===== src/rtl/core/pdly_pkg.sv =====
// ---------------------------------------------------------------------------
// pdly_pkg: shared types and constants for the presence qualifier
// Holds the default tick modulus, field widths and the pipeline item type.
// ---------------------------------------------------------------------------
`default_nettype none

package pdly_pkg;

    // tick field width and default modulus of the tick counter
    localparam int TICK_W                = 16;
    localparam int TIMER_MODULUS_DEFAULT = 60000;

    // width of the delay registers and of the config data port
    localparam int DELAY_W = 16;
    localparam int CFG_W   = 16;

    // config register indexes
    localparam logic CFG_ON_DELAY  = 1'b0;
    localparam logic CFG_OFF_DELAY = 1'b1;

    // one sample travelling through the pipeline
    typedef struct packed {
        logic              sensor_level;
        logic [TICK_W-1:0] tick;
    } pdly_item_t;

endpackage

`default_nettype wire


===== src/rtl/core/pdly_tick_reduce.sv =====
// ---------------------------------------------------------------------------
// pdly_tick_reduce: input register and tick reduction
// Registers each request and reduces its tick modulo the timer modulus
// by a reciprocal multiply, then a constant multiply and subtract.
// ---------------------------------------------------------------------------
`default_nettype none

module pdly_tick_reduce
    import pdly_pkg::*;
#(
    parameter int TIMER_MODULUS = TIMER_MODULUS_DEFAULT
) (
    input  wire logic       aclk,
    input  wire logic       aresetn,
    input  wire logic       in_valid,
    output logic            in_ready,
    input  wire pdly_item_t in_item,
    output logic            out_valid,
    input  wire logic       out_ready,
    output pdly_item_t      out_item
);

    // reciprocal exact for every 16-bit numerator
    localparam logic [63:0] RECIP_FULL = (64'd1 << 32) / 64'(TIMER_MODULUS) + 64'd1;
    localparam logic [31:0] RECIP      = RECIP_FULL[31:0];
    localparam logic [TICK_W-1:0] MOD_C = TICK_W'(TIMER_MODULUS);

    logic              s1_valid_reg;
    pdly_item_t        s1_item_reg;
    logic              s2_valid_reg;
    pdly_item_t        s2_item_reg;
    logic [TICK_W-1:0] s2_quot_reg;
    logic              s3_valid_reg;
    pdly_item_t        s3_item_reg;

    logic              s1_ready;
    logic              s2_ready;
    logic              s3_ready;
    logic [47:0]       prod;
    logic [TICK_W-1:0] quot_next;
    logic [31:0]       back_prod;
    logic [TICK_W-1:0] rem_next;

    // per-stage ready so bubbles collapse
    assign s3_ready = !s3_valid_reg || out_ready;
    assign s2_ready = !s2_valid_reg || s3_ready;
    assign s1_ready = !s1_valid_reg || s2_ready;
    assign in_ready = s1_ready;

    // quotient estimate from the reciprocal
    assign prod      = 48'(s1_item_reg.tick) * 48'(RECIP);
    assign quot_next = prod[47:32];

    // remainder from the registered quotient
    assign back_prod = 32'(s2_quot_reg) * 32'(MOD_C);
    assign rem_next  = s2_item_reg.tick - back_prod[TICK_W-1:0];

    // valid chain
    always_ff @(posedge aclk) begin
        if (!aresetn) begin
            s1_valid_reg <= 1'b0;
            s2_valid_reg <= 1'b0;
            s3_valid_reg <= 1'b0;
        end else begin
            if (s1_ready) begin
                s1_valid_reg <= in_valid;
            end
            if (s2_ready) begin
                s2_valid_reg <= s1_valid_reg;
            end
            if (s3_ready) begin
                s3_valid_reg <= s2_valid_reg;
            end
        end
    end

    // payload registers
    always_ff @(posedge aclk) begin
        if (s1_ready) begin
            s1_item_reg <= in_item;
        end
        if (s2_ready) begin
            s2_item_reg <= s1_item_reg;
            s2_quot_reg <= quot_next;
        end
        if (s3_ready) begin
            s3_item_reg.sensor_level <= s2_item_reg.sensor_level;
            s3_item_reg.tick         <= rem_next;
        end
    end

    assign out_valid = s3_valid_reg;
    assign out_item  = s3_item_reg;

endmodule

`default_nettype wire


===== src/rtl/core/pdly_qualify.sv =====
// ---------------------------------------------------------------------------
// pdly_qualify: on/off delay state and result register
// Runs the on and off timers on reduced ticks and registers the
// qualified level for each request.
// ---------------------------------------------------------------------------
`default_nettype none

module pdly_qualify
    import pdly_pkg::*;
#(
    parameter int TIMER_MODULUS = TIMER_MODULUS_DEFAULT
) (
    input  wire logic               aclk,
    input  wire logic               aresetn,
    input  wire logic [DELAY_W-1:0] on_delay,
    input  wire logic [DELAY_W-1:0] off_delay,
    input  wire logic               in_valid,
    output logic                    in_ready,
    input  wire pdly_item_t         in_item,
    output logic                    out_valid,
    input  wire logic               out_ready,
    output logic                    out_level
);

    localparam logic [TICK_W:0] MOD_X = (TICK_W+1)'(TIMER_MODULUS);

    logic              initialized_reg, initialized_next;
    logic              level_set_reg, level_set_next;
    logic              on_pending_reg, on_pending_next;
    logic              off_pending_reg, off_pending_next;
    logic [TICK_W-1:0] start_tick_reg, start_tick_next;
    logic              out_valid_reg;
    logic              out_level_reg;

    logic              take;
    logic              level_eff;
    logic [TICK_W:0]   diff;
    logic [TICK_W:0]   wrapped;
    logic [TICK_W-1:0] elapsed;
    logic              on_done;
    logic              off_done;

    assign in_ready = !out_valid_reg || out_ready;
    assign take     = in_valid && in_ready;

    // elapsed ticks since the running timer started, wrapped at the modulus
    assign diff    = {1'b0, in_item.tick} - {1'b0, start_tick_reg};
    assign wrapped = diff + MOD_X;
    assign elapsed = diff[TICK_W] ? wrapped[TICK_W-1:0] : diff[TICK_W-1:0];
    assign on_done  = elapsed > on_delay;
    assign off_done = elapsed > off_delay;

    // timer state update for one sample
    always_comb begin
        initialized_next = 1'b1;
        level_eff        = level_set_reg || (!initialized_reg && in_item.sensor_level);
        level_set_next   = level_eff;
        on_pending_next  = on_pending_reg;
        off_pending_next = off_pending_reg;
        start_tick_next  = start_tick_reg;
        if (in_item.sensor_level) begin
            off_pending_next = 1'b0;
            if (!level_eff) begin
                if (!on_pending_reg) begin
                    on_pending_next = 1'b1;
                    start_tick_next = in_item.tick;
                end else if (on_done) begin
                    on_pending_next = 1'b0;
                    level_set_next  = 1'b1;
                end
            end
        end else begin
            on_pending_next = 1'b0;
            if (level_eff) begin
                if (!off_pending_reg) begin
                    off_pending_next = 1'b1;
                    start_tick_next  = in_item.tick;
                end else if (off_done) begin
                    off_pending_next = 1'b0;
                    level_set_next   = 1'b0;
                end
            end
        end
    end

    // state and result register
    always_ff @(posedge aclk) begin
        if (!aresetn) begin
            initialized_reg <= 1'b0;
            level_set_reg   <= 1'b0;
            on_pending_reg  <= 1'b0;
            off_pending_reg <= 1'b0;
            start_tick_reg  <= '0;
            out_valid_reg   <= 1'b0;
        end else begin
            if (take) begin
                initialized_reg <= initialized_next;
                level_set_reg   <= level_set_next;
                on_pending_reg  <= on_pending_next;
                off_pending_reg <= off_pending_next;
                start_tick_reg  <= start_tick_next;
            end
            if (in_ready) begin
                out_valid_reg <= in_valid;
            end
        end
    end

    // result payload
    always_ff @(posedge aclk) begin
        if (take) begin
            out_level_reg <= level_set_next;
        end
    end

    assign out_valid = out_valid_reg;
    assign out_level = out_level_reg;

endmodule

`default_nettype wire


===== src/rtl/core/presence_sensor_on_off_delay.sv =====
// ---------------------------------------------------------------------------
// presence_sensor_on_off_delay: presence sensor qualifier with on/off delays
// Each request carries a raw sensor level and a tick value; each returns
// one qualified level. An active sensor must outlast on_delay ticks before
// the output sets, an inactive one must outlast off_delay before it clears.
//
// Channels: s_valid/s_ready with s_sensor_level and s_now_tick in,
// m_valid/m_ready with m_qualified_level out. Config: cfg_wr_en with
// cfg_index (0 = on_delay, 1 = off_delay) and cfg_wdata, written at once;
// write only while no request is in flight.
// Result path: input register, reciprocal multiply, constant multiply and
// subtract, timer state and result register. Throughput: one request per
// cycle while the receiver does not hold m_ready low.
// Reset clears both delays and all timer state; the first request after
// reset sets the output at once if the sensor is active.
// A stalled receiver holds the result; each stage keeps accepting until
// it is full, then s_ready drops.
// ---------------------------------------------------------------------------
`default_nettype none

module presence_sensor_on_off_delay
    import pdly_pkg::*;
#(
    parameter int TIMER_MODULUS = TIMER_MODULUS_DEFAULT
) (
    input  wire logic              aclk,
    input  wire logic              aresetn,
    input  wire logic              s_valid,
    output logic                   s_ready,
    input  wire logic              s_sensor_level,
    input  wire logic [TICK_W-1:0] s_now_tick,
    output logic                   m_valid,
    input  wire logic              m_ready,
    output logic                   m_qualified_level,
    input  wire logic              cfg_wr_en,
    input  wire logic              cfg_index,
    input  wire logic [CFG_W-1:0]  cfg_wdata
);

    logic [DELAY_W-1:0] on_delay_reg;
    logic [DELAY_W-1:0] off_delay_reg;
    pdly_item_t         in_item;
    pdly_item_t         red_item;
    logic               red_valid;
    logic               red_ready;

    // config registers
    always_ff @(posedge aclk) begin
        if (!aresetn) begin
            on_delay_reg  <= '0;
            off_delay_reg <= '0;
        end else if (cfg_wr_en) begin
            case (cfg_index)
                CFG_ON_DELAY:  on_delay_reg  <= cfg_wdata[DELAY_W-1:0];
                CFG_OFF_DELAY: off_delay_reg <= cfg_wdata[DELAY_W-1:0];
                default: ;
            endcase
        end
    end

    assign in_item.sensor_level = s_sensor_level;
    assign in_item.tick         = s_now_tick;

    // input register and tick reduction
    pdly_tick_reduce #(
        .TIMER_MODULUS(TIMER_MODULUS)
    ) u_reduce (
        .aclk      (aclk),
        .aresetn   (aresetn),
        .in_valid  (s_valid),
        .in_ready  (s_ready),
        .in_item   (in_item),
        .out_valid (red_valid),
        .out_ready (red_ready),
        .out_item  (red_item)
    );

    // timer state and result register
    pdly_qualify #(
        .TIMER_MODULUS(TIMER_MODULUS)
    ) u_qualify (
        .aclk      (aclk),
        .aresetn   (aresetn),
        .on_delay  (on_delay_reg),
        .off_delay (off_delay_reg),
        .in_valid  (red_valid),
        .in_ready  (red_ready),
        .in_item   (red_item),
        .out_valid (m_valid),
        .out_ready (m_ready),
        .out_level (m_qualified_level)
    );

endmodule

`default_nettype wire


===== config.mk =====
export PLATFORM = sky130hd
export DESIGN_NAME = presence_sensor_on_off_delay
export DESIGN_NICKNAME = d
export VERILOG_FILES = /design/src/rtl/core/pdly_pkg.sv /design/src/rtl/core/pdly_tick_reduce.sv /design/src/rtl/core/pdly_qualify.sv /design/src/rtl/core/presence_sensor_on_off_delay.sv
export SDC_FILE = /design/constraint.sdc
export NUM_CORES = 1
export LEC_CHECK = 0
export BUFFER_PORTS_ARGS = -buffer_cell sky130_fd_sc_hd__buf_2
export CAP_MARGIN = 25
export CORE_MARGIN = 2
export CORE_UTILIZATION = 60
export DETAILED_ROUTE_END_ITERATION = 8
export GPL_TIMING_DRIVEN = 0
export MAX_ROUTING_LAYER = met4
export PLACE_DENSITY = 0.89
export SYNTH_ARGS = -nofsm -noshare
export SYNTH_HDL_FRONTEND = slang
export SYNTH_SLANG_ARGS = --single-unit

===== constraint.sdc =====
create_clock -name aclk -period 13.73 [get_ports aclk]
set_input_delay 0.6865 -clock aclk [delete_from_list [all_inputs] [get_ports aclk]]
set_output_delay 0.6865 -clock aclk [all_outputs]
set_load 0.01 [all_outputs]

==> impl_metrics.json <==
{
  "drtPass1Iterations": 5,
  "final_area_mm2": 0.0113,
  "ys.flop_type": "dfxtp_1",
  "setup_viol": 0,
  "vdd_drop_max_mv": 0.184,
  "cts_buffers": 9,
  "p_comb_share_pct": 66.6,
  "path_max_fanout": 6,
  "synthToLayoutAreaGrowth_pct": 7.60,
  "cp.arrival_ps": 6440,
  "top_usage_layer": "met2",
  "synth_cells": 1049,
  "via_per_inst": 5.61,
  "initial_core_util_pct": 60.9,
  "grt_use_met2_pct": 47.5,
  "grt_antenna_before_repair": 0,
  "place_area_mm2": 0.0110,
  "post_cts_buffers": 0,
  "diodes": 0,
  "clk_latency_ps": 370,
  "die_w_um": 136,
  "gp_congestion": 0.924,
  "p_int_uw": 1070,
  "ant_nets": 0,
  "globalRouteMet3Util_pct": 3.58,
  "grtUsageMet1_pct": 29.7,
  "hold_viol": 0,
  "die-area_mm2": 0.0186,
  "finalNetCount": 1419,
  "hold_class": "register to register",
  "std_cell_rows": 48,
  "maxCapViolCount": 0,
  "p_sw_share_pct": 45.5,
  "cts_root_buf": "clkbuf_16",
  "finalSetupTns_ps": 0,
  "ys_async_sr_fraction_pct": 0,
  "outcome": "finished, final reports clean",
  "final_max_slew_viol_count": 0,
  "fmax_mhz": 158,
  "power_leakage_uw": 0.00541,
  "drive_gt1_share_pct": 7.51,
  "grt_pass1_wl_mm": 36.9,
  "seq_area_frac_synth_pct": 25.8,
  "rsz0062_at_grt": "false",
  "io_pins": 42,
  "synth_area_mm2": 0.0105,
  "cts.path.max_buffers": 2,
  "totalWireLength_mm": 22.0,
  "wire_per_inst_um": 16.6,
  "die_h_um": 136,
  "pwr-share-seq_pct": 19.4,
  "io_buffers": 40,
  "postSynthNetCount": 1368,
  "clk_pin_slew_ps": 80,
  "cts_max_level": 3,
  "cts.sink_count": 109,
  "drt_iter0_markers": 416,
  "overflow": 0,
  "cp.required_ps": 13830,
  "grt.total_usage_pct": 26.4,
  "fin_skew_ps": 17.4,
  "max_slew_margin_pct": 41.0,
  "core-area_mm2": 0.0172,
  "grt_max_degree": 23,
  "hpwlAfterDp_mm": 18.2,
  "pwr_density_cell_mw_per_mm2": 174,
  "crit_type": "register to register",
  "min_period_ps": 6340,
  "grt_pass1_vias": 7940,
  "end_kind": "register",
  "min_period_over_period_pct": 46.2,
  "worstMarginPinSlew_ps": 883,
  "syn_avg_cell_area_um2": 10.0,
  "yosysUniqueCellTypes": 70,
  "p_switching_uw": 894,
  "synth_edf_count": 53,
  "ctsHoldBuffers": 0,
  "critPathLaunchType": "register",
  "cts_resized": 0,
  "p_clk_share_pct": 14.0,
  "drc": 0,
  "synth-seq-cells": 109,
  "yosysWarnings": 0,
  "vias": 7458,
  "post-route-util_pct": 65.6,
  "cts_tree": "yes"
}
==> logic make-up (layout without fill, tap and decap cells) <==
| kind of cell | count (synthesis) | count (layout) | share of synthesized area (%) |
|---|---|---|---|
| adders and majority gates | 280 | 280 | 40.2 |
| buffers and inverters | 248 | 304 | 9.00 |
| and+or+nand+nor | 201 | 201 | 9.79 |
| AOI/OAI and AO/OA | 172 | 172 | 11.7 |
| DFF | 109 | 109 | 25.8 |
| xor gates and xnor gates | 22 | 22 | 1.83 |
| muxes | 17 | 17 | 1.62 |
==> final cells by class <==
type	instances	area (um2)
fill	1265	5930
inverter	226	848
clock inverter	7	91.3
sequential	109	2710
buffer	22	97.6
timing repair buffer	40	200
tap	225	282
clock buffer	9	225
multi-input combinational	692	6850
==> through the flow <==
step           setup slack, ps  hold WS [ps]  std cells  power, uW
2_1_floorplan             8090           400       1049       1320
3_3_place_gp              7570           400       1314       1570
3_5_place_dp              7430           407       1314       1680
4_1_cts                   7400           427       1330       1970
5_1_grt                   7150           434       1330       2160
6_report                  7390           427       1330       1970
==> synth_stat cells (3+ instances only) <==
master,instances,share of area [%]
inv_1,226,8.1
ha_1,184,22
fa_1,96,18
nand2_1,84,3.0
dfxtp_1,56,11
edfxtp_1,53,15
a21boi_0,35,2.5
nor2b_1,28,1.7
a21oi_1,27,1.3
o21ai_0,22,1.0
a21o_1,21,1.5
nor2_1,21,0.75
xnor2_1,18,1.5
mux2i_1,17,1.6
clkbuf_1,16,0.57
o21a_1,16,1.1
nand4_1,13,0.77
nor3_1,10,0.48
nand2b_1,8,0.48
a211oi_1,7,0.50
and2_1,6,0.36
and3_1,5,0.30
o211ai_1,4,0.29
or2_2,4,0.24
or3_1,4,0.24
xor2_1,4,0.33
a221oi_1,3,0.25
buf_2,3,0.14
nand3_1,3,0.14
o21bai_1,3,0.21
o31ai_1,3,0.21
==> worst max-delay path, cell delays in order (launching register included) <==
cell and delay [ps]:
edfxtp_1 530, inv_1 150, fa_1 630, inv_1 160, fa_1 520, inv_1 60, fa_1 520, inv_1 50
fa_1 510, fa_1 520, fa_1 500, ha_1 340, a21o_1 170, a21o_1 190, a21o_1 180, a21o_1 170
a221oi_1 360, o221ai_1 160, a21oi_1 220, xnor2_1 130
==> per-layer routing <==
layer / vias to the layer above / share of wire (%)
met5: - / 0
met3: 63 / 3.6
met4: 0 / 3.6
met1: 3655 / 40
met2: 160 / 53
li1: 3580 / -
==> power groups by stage <==
stage / Clock, uW / Combinational, uW / Sequential [uW]
3_3_place_gp: 0 / 1180 / 388
4_1_cts: 277 / 1310 / 382
6_report: 276 / 1310 / 382
3_5_place_dp: 0 / 1290 / 389
5_1_grt: 288 / 1490 / 384
2_1_floorplan: 0 / 938 / 380
==> placed cells by master, fill, tap and decap left out, drive strengths merged, types with 25 or more instances in the layout <==
cell type and count:
clkbuf 25, ha 184, a21boi 35, dfxtp 56, edfxtp 53, nand2 84
buf 46, fa 96, a21oi 29, inv 228, nor2b 28
==> final timing paths <==
path / start / to / slack [ps] / depth (start not counted)
setup reg to reg: u_reduce.s1_item_reg[13] / u_reduce.s2_quot_reg[0] / 7390 / 19
hold / removal: u_reduce.s2_item_reg[2] / u_reduce.out_item[2] / 430 / 0
hold reg to reg: u_reduce.s2_item_reg[2] / u_reduce.out_item[2] / 430 / 0
setup / recovery: u_reduce.s1_item_reg[13] / u_reduce.s2_quot_reg[0] / 7390 / 19
(Power assumes the default switching activity.)
